$ cat src/sv/rlmd_pkg.sv
// ----------------------------------------------------------------------------
// rlmd_pkg
// Shared types and constants of the run-length map directory: operation
// codes, the command broadcast to the cell row and the cell read word.
// ----------------------------------------------------------------------------
package rlmd_pkg;

	localparam int VAL_W = 8;
	localparam int OP_W  = 2;
	localparam int OFS_W = 8;
	localparam int CNT_W = 9;

	// value of every offset after reset
	localparam logic [VAL_W-1:0] UNASSIGNED_RST = 8'hFF;

	// operation codes; the unused code behaves as a query
	typedef enum logic [OP_W-1:0] {
		OP_QUERY = 2'd0,
		OP_SET   = 2'd1,
		OP_CLEAR = 2'd2
	} op_t;

	// command broadcast to all cells for one cycle
	typedef struct packed {
		logic             go;
		op_t              op;
		logic [VAL_W-1:0] value;
		logic [VAL_W-1:0] fill;
	} cmd_t;

	// neighborhood of the addressed offset, zero from every other cell
	typedef struct packed {
		logic [VAL_W-1:0] val;
		logic             start;
		logic             nxt_start;
		logic [VAL_W-1:0] nxt_val;
		logic [VAL_W-1:0] prv_val;
	} rd_t;

endpackage

$ cat src/sv/rlmd_cell.sv
// ----------------------------------------------------------------------------
// rlmd_cell
// One offset of the directory: its value and its run-start bit. Updates
// itself from the broadcast command and the state of its two neighbors.
// ----------------------------------------------------------------------------
module rlmd_cell #(
	parameter int POS_W = 8,
	parameter int IDX   = 0
) (
	input  logic                      clk,
	input  logic                      arst_n,
	input  rlmd_pkg::cmd_t            cmd,
	input  logic [POS_W-1:0]          pos,
	input  logic [rlmd_pkg::VAL_W-1:0] left_val,
	input  logic                      right_start,
	input  logic [rlmd_pkg::VAL_W-1:0] right_val,
	output logic                      start_q,
	output logic [rlmd_pkg::VAL_W-1:0] val_q,
	output rlmd_pkg::rd_t             rd
);
	import rlmd_pkg::*;

	logic             at_pos;
	logic             after_pos;
	logic             start_d;
	logic [VAL_W-1:0] val_d;

	assign at_pos    = (pos == POS_W'(IDX));
	assign after_pos = (IDX != 0) && (pos == POS_W'(IDX - 1));

	// next state
	always_comb begin
		start_d = start_q;
		val_d   = val_q;
		if (cmd.go) begin
			case (cmd.op)
				OP_CLEAR: begin
					val_d   = cmd.fill;
					start_d = (IDX == 0);
				end
				OP_SET: begin
					// addressed offset: take the value, merge left or open a run
					if (at_pos && val_q != cmd.value) begin
						val_d   = cmd.value;
						start_d = !((IDX != 0) && start_q && left_val == cmd.value);
					end
					// offset after it: merge with an equal run or split off the rest
					if (after_pos && left_val != cmd.value) begin
						if (start_q) begin
							if (val_q == cmd.value) begin
								start_d = 1'b0;
							end
						end else begin
							start_d = 1'b1;
						end
					end
				end
				default: ;
			endcase
		end
	end

	always_ff @(posedge clk or negedge arst_n) begin
		if (!arst_n) begin
			start_q <= (IDX == 0);
			val_q   <= UNASSIGNED_RST;
		end else begin
			start_q <= start_d;
			val_q   <= val_d;
		end
	end

	// read word, only from the addressed cell
	always_comb begin
		rd = '0;
		if (at_pos) begin
			rd.val       = val_q;
			rd.start     = start_q;
			rd.nxt_start = right_start;
			rd.nxt_val   = right_val;
			rd.prv_val   = left_val;
		end
	end

endmodule

$ cat config.mk
export PLATFORM = sky130hd
export DESIGN_NAME = rlmd_cell
export DESIGN_NICKNAME = d
export VERILOG_FILES = /design/src/sv/rlmd_pkg.sv /design/src/sv/rlmd_cell.sv
export SDC_FILE = /design/constraint.sdc
export NUM_CORES = 1
export LEC_CHECK = 0
export ABC_AREA = 1
export BUFFER_PORTS_ARGS = -buffer_cell sky130_fd_sc_hd__buf_4
export CAP_MARGIN = 20
export CORE_UTILIZATION = 36
export DETAILED_ROUTE_END_ITERATION = 6
export PLACE_DENSITY = 0.8
export SLEW_MARGIN = 25
export SYNTH_ARGS = -nofsm -noshare
export SYNTH_HDL_FRONTEND = slang
export SYNTH_SLANG_ARGS = --single-unit
export TNS_END_PERCENT = 30
$ cat constraint.sdc
create_clock -name clk -period 1.57 [get_ports clk]
set_input_delay 0.2355 -clock clk [delete_from_list [all_inputs] [get_ports clk]]
set_output_delay 0.2355 -clock clk [all_outputs]
set_load 0.01 [all_outputs]
==> results of run 1 <==
==> cell type report <==
| type | count | area share [%] |
|---|---|---|
| Timing Repair Buffer | 80 | 41.3 |
| Tap cell | 28 | 2.40 |
| Inverter | 32 | 8.23 |
| Clock buffer | 3 | 1.54 |
| Multi-Input combinational cell | 101 | 32.1 |
| Sequential cell | 8 | 14.4 |
==> timing repair <==
| item | 4_1_cts | 5_1_grt |
|---|---|---|
| hold endpoints to repair | 8 | 0 |
| hold buffers | 1 | 0 |
| endpoints found under the setup margin | 0 | 0 |
==> where the power goes <==
part	total, mW	internal (mW)	switching (mW)
clock network	0.161	0.0877	0.0736
registers	0.315	0.270	0.0451
logic	0.329	0.178	0.151
==> worst min-delay path, delay by kind of cell <==
kind	cells	cell delay, ns
buf+inv	1	0.15
simple gates	2	0.13
==> worst paths after layout <==
path                           from        to  slack (ns)  depth (start not counted)
min                         cmd[18]  val_q[0]        0.27                          3
min reg2reg                val_q[0]  val_q[0]        0.48                          2
min in group asynchronous    arst_n  val_q[2]        0.52                          2
max reg2reg                val_q[6]  val_q[7]        0.18                          9
max                        val_q[6]  val_q[7]        0.18                          9
max in group asynchronous    arst_n  val_q[0]        1.03                          2
==> cells in the final DEF, fill, tap and decap left out, drive strengths merged, types with 3 or more instances in the layout <==
cell and instances:
inv 32, clkbuf 3, dfstp 8, nor2 33, mux2 3, nand2 47, o21ai 5, buf 79
xnor2 3, nand3 8
==> stage by stage <==
step / setup slack [ns] / cell area (um2)
floorplan: 0.313 / 831
global placement: 0.193 / 1430
detailed placement: 0.115 / 1430
CTS: 0.184 / 1460
global route: 0.0324 / 1460
finish: 0.179 / 1460
==> cell families after synthesis <==
family                    Yosys count  synth area share, %
AOI/OAI and AO/OA                   5                 3.01
xor gates and xnor gates            3                 3.16
buffers and inverters              38                 18.4
DFF                                 8                 25.3
muxes                               3                 4.07
other                               1                0.451
and+or+nand+nor                    89                 45.6
==> metal layers <==
metal	vias to the layer above	track usage (%)	wire length [um]
li1	573	-	-
met1	490	26.6	1040
met2	60	39.1	1320
met3	5	4.94	275
met4	0	10.0	41
met5	-	0	0
==> results by group, run 1 <==
Outcome
  • Status: finished, final reports clean

Route
  • DR pass1 iterations: 4
  • DRC viols: 0
  • Starting DRT DRC Count: 21
  • Vias/cell: 4.48
  • WL per Instance: 10.6 um
  • Final WL: 2680 um
  • Total number of vias: 1,128
  • Post-route ant nets: 0

Global route
  • Grt total ovfl: 0
  • Largest net degree at the start of global routing: 27
  • Tot GR Track Use: 22.8%
  • Global-route wire length before repair: 4410 um
  • Vias in the first global route: 1,072
  • Initial antenna violation count: 0

Clocking
  • Max Root-Sink Buffers: 2
  • H-tree level count: 1
  • Clk root buf: clkbuf_4
  • Num CTS Buffers: 3
  • Clock sinks: 8
  • Worst-Skew Late Latency: 0.26 ns
  • Setup bufs post-CTS: 0
  • Clock-pin transition on the worst setup and hold timing paths: 0.06 ns
  • TritonCTS clock tree: built
  • Post-cts sizing count: 0

Layout
  • Area Overhead vs Synth: 75.6%
  • Layout fillers: approximately 200
  • Final Util: between 60% and 70%
  • Multi-input gate area: approximately 470 um2
  • Post-Layout Cell Count: 252
  • Top flop regs: val_q x8
  • Max reg flops: 8
  • Share of cells above drive strength 1: 44.6%
  • Area occupied by registers: 210 um2
  • Final #Nets: 272
  • Number of diodes: 0
  • Largest register by flop count: val_q

Pwr
  • Max VDD drop: 0.430 mV
  • Static leakage: 0.897 nW
  • PnR Total Power: 806 uW
  • Power Density: 552 nW/um2

Synth
  • Sequential share of the synthesized area: 25.3%
  • Syn avg cell area: 5.65 um2
  • Most frequent cells after synthesis: nand2_1, inv_1, nor2_1
  • Area leader, netlist: dfstp_2
  • Number of flops mapped to enable cells by yosys: 0
  • Yosys warns: 0
  • Prevailing post-synth register cell: dfstp_2
  • Post-Syn Nets: just under 200
  • Gate Count Post-Synth: about 150
  • Top-area cell type share of the netlist area: 25.3%
  • Mapped Area: 831 um2
  • Synth unique cells: 17
  • Most frequent cell after synthesis: nand2_1
  • Synth async-reset ratio: 100%
  • #FFs+latches synth: 8
  • Synth top area cells: dfstp_2, nand2_1, inv_1

Hold path
  • Hold crit path type: in2reg

Placement
  • PortBufs: 79
  • Routability Congestion: 0.868
  • Cells after DPL: 248
  • Dpl hpwl: 2110 um

Setup path
  • Kind of critical path: reg2reg
  • Critical Path RT: 1.77 ns
  • Crit-path cells: xnor2_1, nand2_1, nor2_1, nand2_1, nand2_2, nand2_4, nand2_4, nand2_1, nand2_1
  • CP Data Arrival Time: 1.59 ns
  • CP max-delay cell: dfstp_2
  • CP max FO: 9
  • Crit path buf inv count: 0
  • CP most frequent cell: nand2_1
  • Crit-path max cell delay: 0.56 ns
  • CP delay by family, top: simple AND/OR/NAND/NOR gates
  • CP Capture Type: register
  • Startpoint types: register

STA
  • Period Utilization, post-route: 88.6%
  • Hold slack: 0.269 ns
  • Post-route setup TNS: 0 ns
  • Hold Fails Final Rpt: 0
  • Fmax achieved: 0.719 GHz
  • Slew HR: 64.6%
  • Fin crit period: 1.39 ns
  • Final setup vio count: 0
  • Slew of the pin with the lowest slew margin: roughly 0.53 ns
  • Pins Over Slew Limit: 0
  • Clk_skew: 0.00240 ns
  • RSZ-0062 raised after global routing: no

Die
  • CORE AREA: about 2200 um2
  • Full die area: around 2500 um2
  • # IOs: 81
  • Starting Density: 37.9%
  • Die width: 50.0 um
  • Die Span Y: 50.0 um
  • Rows: 17

Flow run
  • Max Cap Viol: 0
Power figures use the tool's default switching activity.
==> run 2, diff against run 1 <==
- GPL_TIMING_DRIVEN: unset -> 0
==> results by group, run 2 (synthesis gave the netlist of run 1 again) <==
Flow run
  • Max Cap Viol: 0

Layout
  • Most common cell after layout, fill and taps aside: buf_4
  • Area Overhead vs Synth: 78.9%
  • Multi-input gate area: 468 um2
  • Layout fillers: 222
  • Largest register by flop count: val_q
  • Area occupied by registers: 210 um2
  • Design area: 1490 um2
  • Share of cells above drive strength 1: a little under half
  • Commonest non-fill, non-tap cells in the layout: buf_4, nand2_1, inv_1, nor2_1
  • Max reg flops: 8
  • Final Util: between 60 and 70%
  • Top flop regs: val_q x8
  • Number of diodes: 0
  • Final #Nets: 277

Pwr
  • Static leakage: 0.917 nW
  • Max VDD drop: 0.500 mV
  • Power Density: 529 nW/um2

Setup path
  • Critical Path RT: 1.33 ns
  • Kind of critical path: in2out
  • CP max FO: 10
  • R2R cell count: 9
  • Reg2reg start: val_q[6]
  • Startpoint types: primary input
  • CP Capture Type: output port
  • Critical register-to-register path endpoint: val_q[3]
  • Reg-to-reg slack, setup: 0.18 ns
  • CP Data Arrival Time: 1.21 ns

Clocking
  • H-tree level count: 1
  • Worst-Skew Late Latency: 0.24 ns
  • Clock-pin transition on the worst setup and hold timing paths: 0.05 ns
  • Clock sinks: 8
  • Num CTS Buffers: 3
  • TritonCTS clock tree: built
  • Max Root-Sink Buffers: 2
  • Clk root buf: clkbuf_4

Global route
  • Grt total ovfl: 0
  • Largest net degree at the start of global routing: 11
  • Initial antenna violation count: 0
  • Vias in the first global route: 889
  • Tot GR Track Use: 18.6%
  • Global-route wire length before repair: 3730 um

Die
  • CORE AREA: 2190 um2
  • Die Span Y: 50.0 um
  • # IOs: 81
  • Die width: 50.0 um
  • Rows: 17
  • Full die area: 2500 um2
  • Starting Density: between 30% and 40%

Route
  • Final WL: ~2400 um
  • Vias/cell: 4.29
  • Total number of vias: ~1,100
  • Post-route ant nets: 0
  • DR pass1 iterations: 4
  • WL per Instance: 9.28 um
  • DRC viols: 0
  • Starting DRT DRC Count: 18

STA
  • Final setup vio count: 0
  • Clk_skew: 0.00192 ns
  • Fmax achieved: roughly 0.7 GHz
  • Hold Fails Final Rpt: 0
  • Period Utilization, post-route: approximately 90%
  • RSZ-0062 raised after global routing: yes
  • Fin crit period: 1.45 ns
  • Pins Over Slew Limit: 0
  • Hold slack: 0.314 ns

Hold path
  • Hold Startpoint: cmd[18]
  • Hold crit path type: in2reg
  • Hold depth: 3
  • Worst hold endpoint: val_q[2]

Placement
  • Dpl hpwl: 1960 um
  • Placed instance area: 1450 um2
  • Routability Congestion: 0.745
  • PortBufs: 78

Outcome
  • Status: finished, final reports clean
[run 2: cell types whose count changed in the layout (fill, tap and decap cells not counted)]
cell / change
buf_2: +2
clkbuf_2: +2
buf_4: +1
[run 2: metrics by stage]
step	TNS [ns]	setup slack, ns	power (mW)	std cells
after floorplan	0	0.313	0.461	147
after global placement	0	0.0412	0.631	253
after detailed placement	0	0.0186	0.636	253
after CTS	0	0.0169	0.790	257
after global routing	-0.000157	-0.000157	0.847	257
final	0	0.122	0.787	257
[run 2: worst max path at each step]
stage	slack (ns)	end	startpoint
6_report	0.12	rd[24]	pos[0]
5_1_grt	-0.0002	rd[14]	pos[1]
4_1_cts	0.02	rd[24]	pos[1]
3_5_place_dp	0.02	rd[24]	pos[0]
3_3_place_gp	0.04	rd[15]	pos[1]
2_1_floorplan	0.31	val_q[6]	val_q[2]
[run 2: routing by layer]
metal,part of all wire (%),global-route usage [%]
met3,11,4.01
met5,0,0
met2,46,32.0
met4,0.42,5.71
met1,43,22.8
[run 2: final cells by class]
cell class,count,share of cell area (%)
Clock buffer,3,1.52
Sequential cell,8,14.1
Inverter,32,8.08
Tap cell,28,2.36
Timing Repair Buffer,79,40.1
Buffer,6,2.36
Multi-Input combinational cell,101,31.5
[run 2: critical path: stages]
cell      delay, ns
buf_4          0.10
nor2_1         0.09
nand2_1        0.09
nor2_4         0.12
inv_2          0.09
clkbuf_2       0.21
nor2_1         0.14
buf_4          0.13
[run 2: what timing repair did]
item | in CTS | in global routing
gates resized for setup | 0 | 2
hold endpoints to repair | 8 | 0
hold buffers | 1 | 0
buffers inserted | 0 | 0
setup endpoints to repair | 0 | 18
[run 2: power by group]
part	switching, mW	total [mW]	internal (mW)
combinational	0.145	0.325	0.180
sequential	0.0426	0.312	0.270
clock	0.0622	0.149	0.0870
total	0.250	0.787	0.537
==> run 3, diff against run 2 <==
- BUFFER_PORTS_ARGS: -buffer_cell sky130_fd_sc_hd__buf_4 -> unset
- CORE_UTILIZATION: 36 -> 61
- DONT_BUFFER_PORTS: unset -> 1
- PLACE_DENSITY: 0.8 -> 0.77
==> results by group, run 3 (synthesis gave the netlist of run 1 again) <==
Outcome
  • Status: finished, final reports clean

Pwr
  • Net Sw Power: 226 uW
  • Power Density: 741 nW/um2
  • Gate power share: around a quarter
  • Static leakage: 0.518 nW
  • Int Pwr: around 430 uW
  • Switching share of power: 34.5%
  • Share of total power in sequential cells: between 50% and 60%
  • Max VDD drop: 0.513 mV
  • Clock share of power: 23.9%

STA
  • Hold Fails Final Rpt: 0
  • Final setup vio count: 0
  • PnR worst setup slack: 0.123 ns
  • Fin crit period: roughly 1.4 ns
  • Fmax achieved: 0.691 GHz
  • Pins Over Slew Limit: 0
  • Clk_skew: between 0.0015 and 0.002 ns
  • RSZ-0062 raised after global routing: no
  • Period Utilization, post-route: 92.1%
  • Post-route setup TNS: 0 ns

Die
  • # IOs: 81
  • Starting Density: 70.0%
  • CORE AREA: 1190 um2
  • Die Span Y: a little under 40 um
  • Die width: roughly 39 um
  • Full die area: 1510 um2
  • Rows: 12

Hold path
  • Hold Startpoint: cmd[4]
  • Hold crit path type: in2reg

Placement
  • Dpl hpwl: 1420 um
  • PortBufs: 0
  • Routability Congestion: 0.694
  • Pre-CTS setup slack: 0.149 ns

Route
  • Post-route ant nets: 0
  • WL per Instance: 10.6 um
  • DRC viols: 0
  • DR pass1 iterations: 4
  • Starting DRT DRC Count: 19
  • Vias/cell: 5.04
  • Final WL: roughly 1800 um
  • Total number of vias: 832

Layout
  • Layout fillers: about 110
  • Final #Nets: approximately 200
  • Top flop regs: val_q x8
  • Area Overhead vs Synth: 6.02%
  • Commonest non-fill, non-tap cells in the layout: nand2_1, inv_1, nor2_1
  • Largest register by flop count: val_q
  • Most common cell after layout, fill and taps aside: nand2_1
  • Share of cells above drive strength 1: 16.6%
  • Number of diodes: 0
  • Max reg flops: 8

Clocking
  • Clk root buf: clkbuf_4
  • TritonCTS clock tree: built
  • Setup bufs post-CTS: 0
  • CTS Hold Bufs: 1
  • H-tree level count: 1
  • Num CTS Buffers: 3
  • Post-cts sizing count: 0
  • Clock-pin transition on the worst setup and hold timing paths: approximately 0.050 ns
  • Max Root-Sink Buffers: 2
  • Worst-Skew Late Latency: 0.25 ns
  • Clock sinks: 8

Global route
  • Global-route wire length before repair: 2450 um
  • Initial antenna violation count: 0
  • Tot GR Track Use: 23.8%
  • Largest net degree at the start of global routing: 11
  • Vias in the first global route: 627
  • Grt total ovfl: 0

Setup path
  • Reg-to-reg slack, setup: about 0.12 ns
  • CP Data Arrival Time: about 1.6 ns
  • Startpoint types: register
  • CP Capture Type: register
  • Reg2reg start: val_q[6]
  • Crit path from: val_q[6]
  • Kind of critical path: reg2reg
  • Critical Path RT: around 1.8 ns
  • CP max FO: 9

Flow run
  • Max Cap Viol: 0
==> run 3: through the flow <==
| step | utilization (%) | cells | power [mW] | area [um2] | hold WS (ns) |
|---|---|---|---|---|---|
| after floorplan | - | 147 | 0.461 | 831 | 0.0877 |
| after global placement | 71.5 | 161 | 0.483 | 848 | 0.0882 |
| after detailed placement | 71.5 | 161 | 0.493 | 848 | 0.0882 |
| after CTS | 74.3 | 165 | 0.660 | 881 | 0.219 |
| after global routing | 74.3 | 165 | 0.709 | 881 | 0.258 |
| final | 74.3 | 165 | 0.653 | 881 | 0.225 |
==> run 3: power groups by stage <==
stage / Clock, mW / Sequential [mW] / Combinational [mW]
2_1_floorplan: 0 / 0.323 / 0.138
3_3_place_gp: 0 / 0.332 / 0.151
3_5_place_dp: 0 / 0.334 / 0.159
4_1_cts: 0.163 / 0.332 / 0.165
5_1_grt: 0.177 / 0.341 / 0.192
6_report: 0.156 / 0.332 / 0.165
==> run 3: path summary, 6_finish.rpt <==
kind                            end  cells after the start
max                        val_q[1]                      9
min                        val_q[4]                      4
max reg2reg                val_q[1]                      9
min reg2reg                val_q[0]                      2
max in group asynchronous  val_q[2]                      1
min in group asynchronous  val_q[5]                      1
==> run 3: metal layers <==
metal  up-vias  track usage (%)  share of wire, %
met2        46             41.7                50
met3         2             4.62               8.0
met5         -                0                 0
met1       355             28.7                41
met4         0             7.76              0.23
li1        429                -                 -
==> run 3: final cells by class <==
| cell class | instances | area, um2 | share of cell area, % |
|---|---|---|---|
| inverters | 32 | 120 | 13.6 |
| flip-flops and latches | 8 | 210 | 23.9 |
| clock buffers | 3 | 22.5 | 2.56 |
| well taps | 14 | 17.5 | 1.99 |
| plain buffers | 6 | 32.5 | 3.69 |
| repair buffers | 1 | 10.0 | 1.14 |
| multi-input cells | 101 | 468 | 53.1 |
==> run 3: critical path, cell delays in order (launching register included) <==
cell and delay [ns]:
dfstp_2 0.59, xnor2_1 0.13, nand2_1 0.06, nor2_1 0.11, nand2_1 0.08, nand2_2 0.07
nand2_4 0.09, nand2_4 0.11, nand2_1 0.06, nand2_1 0.07
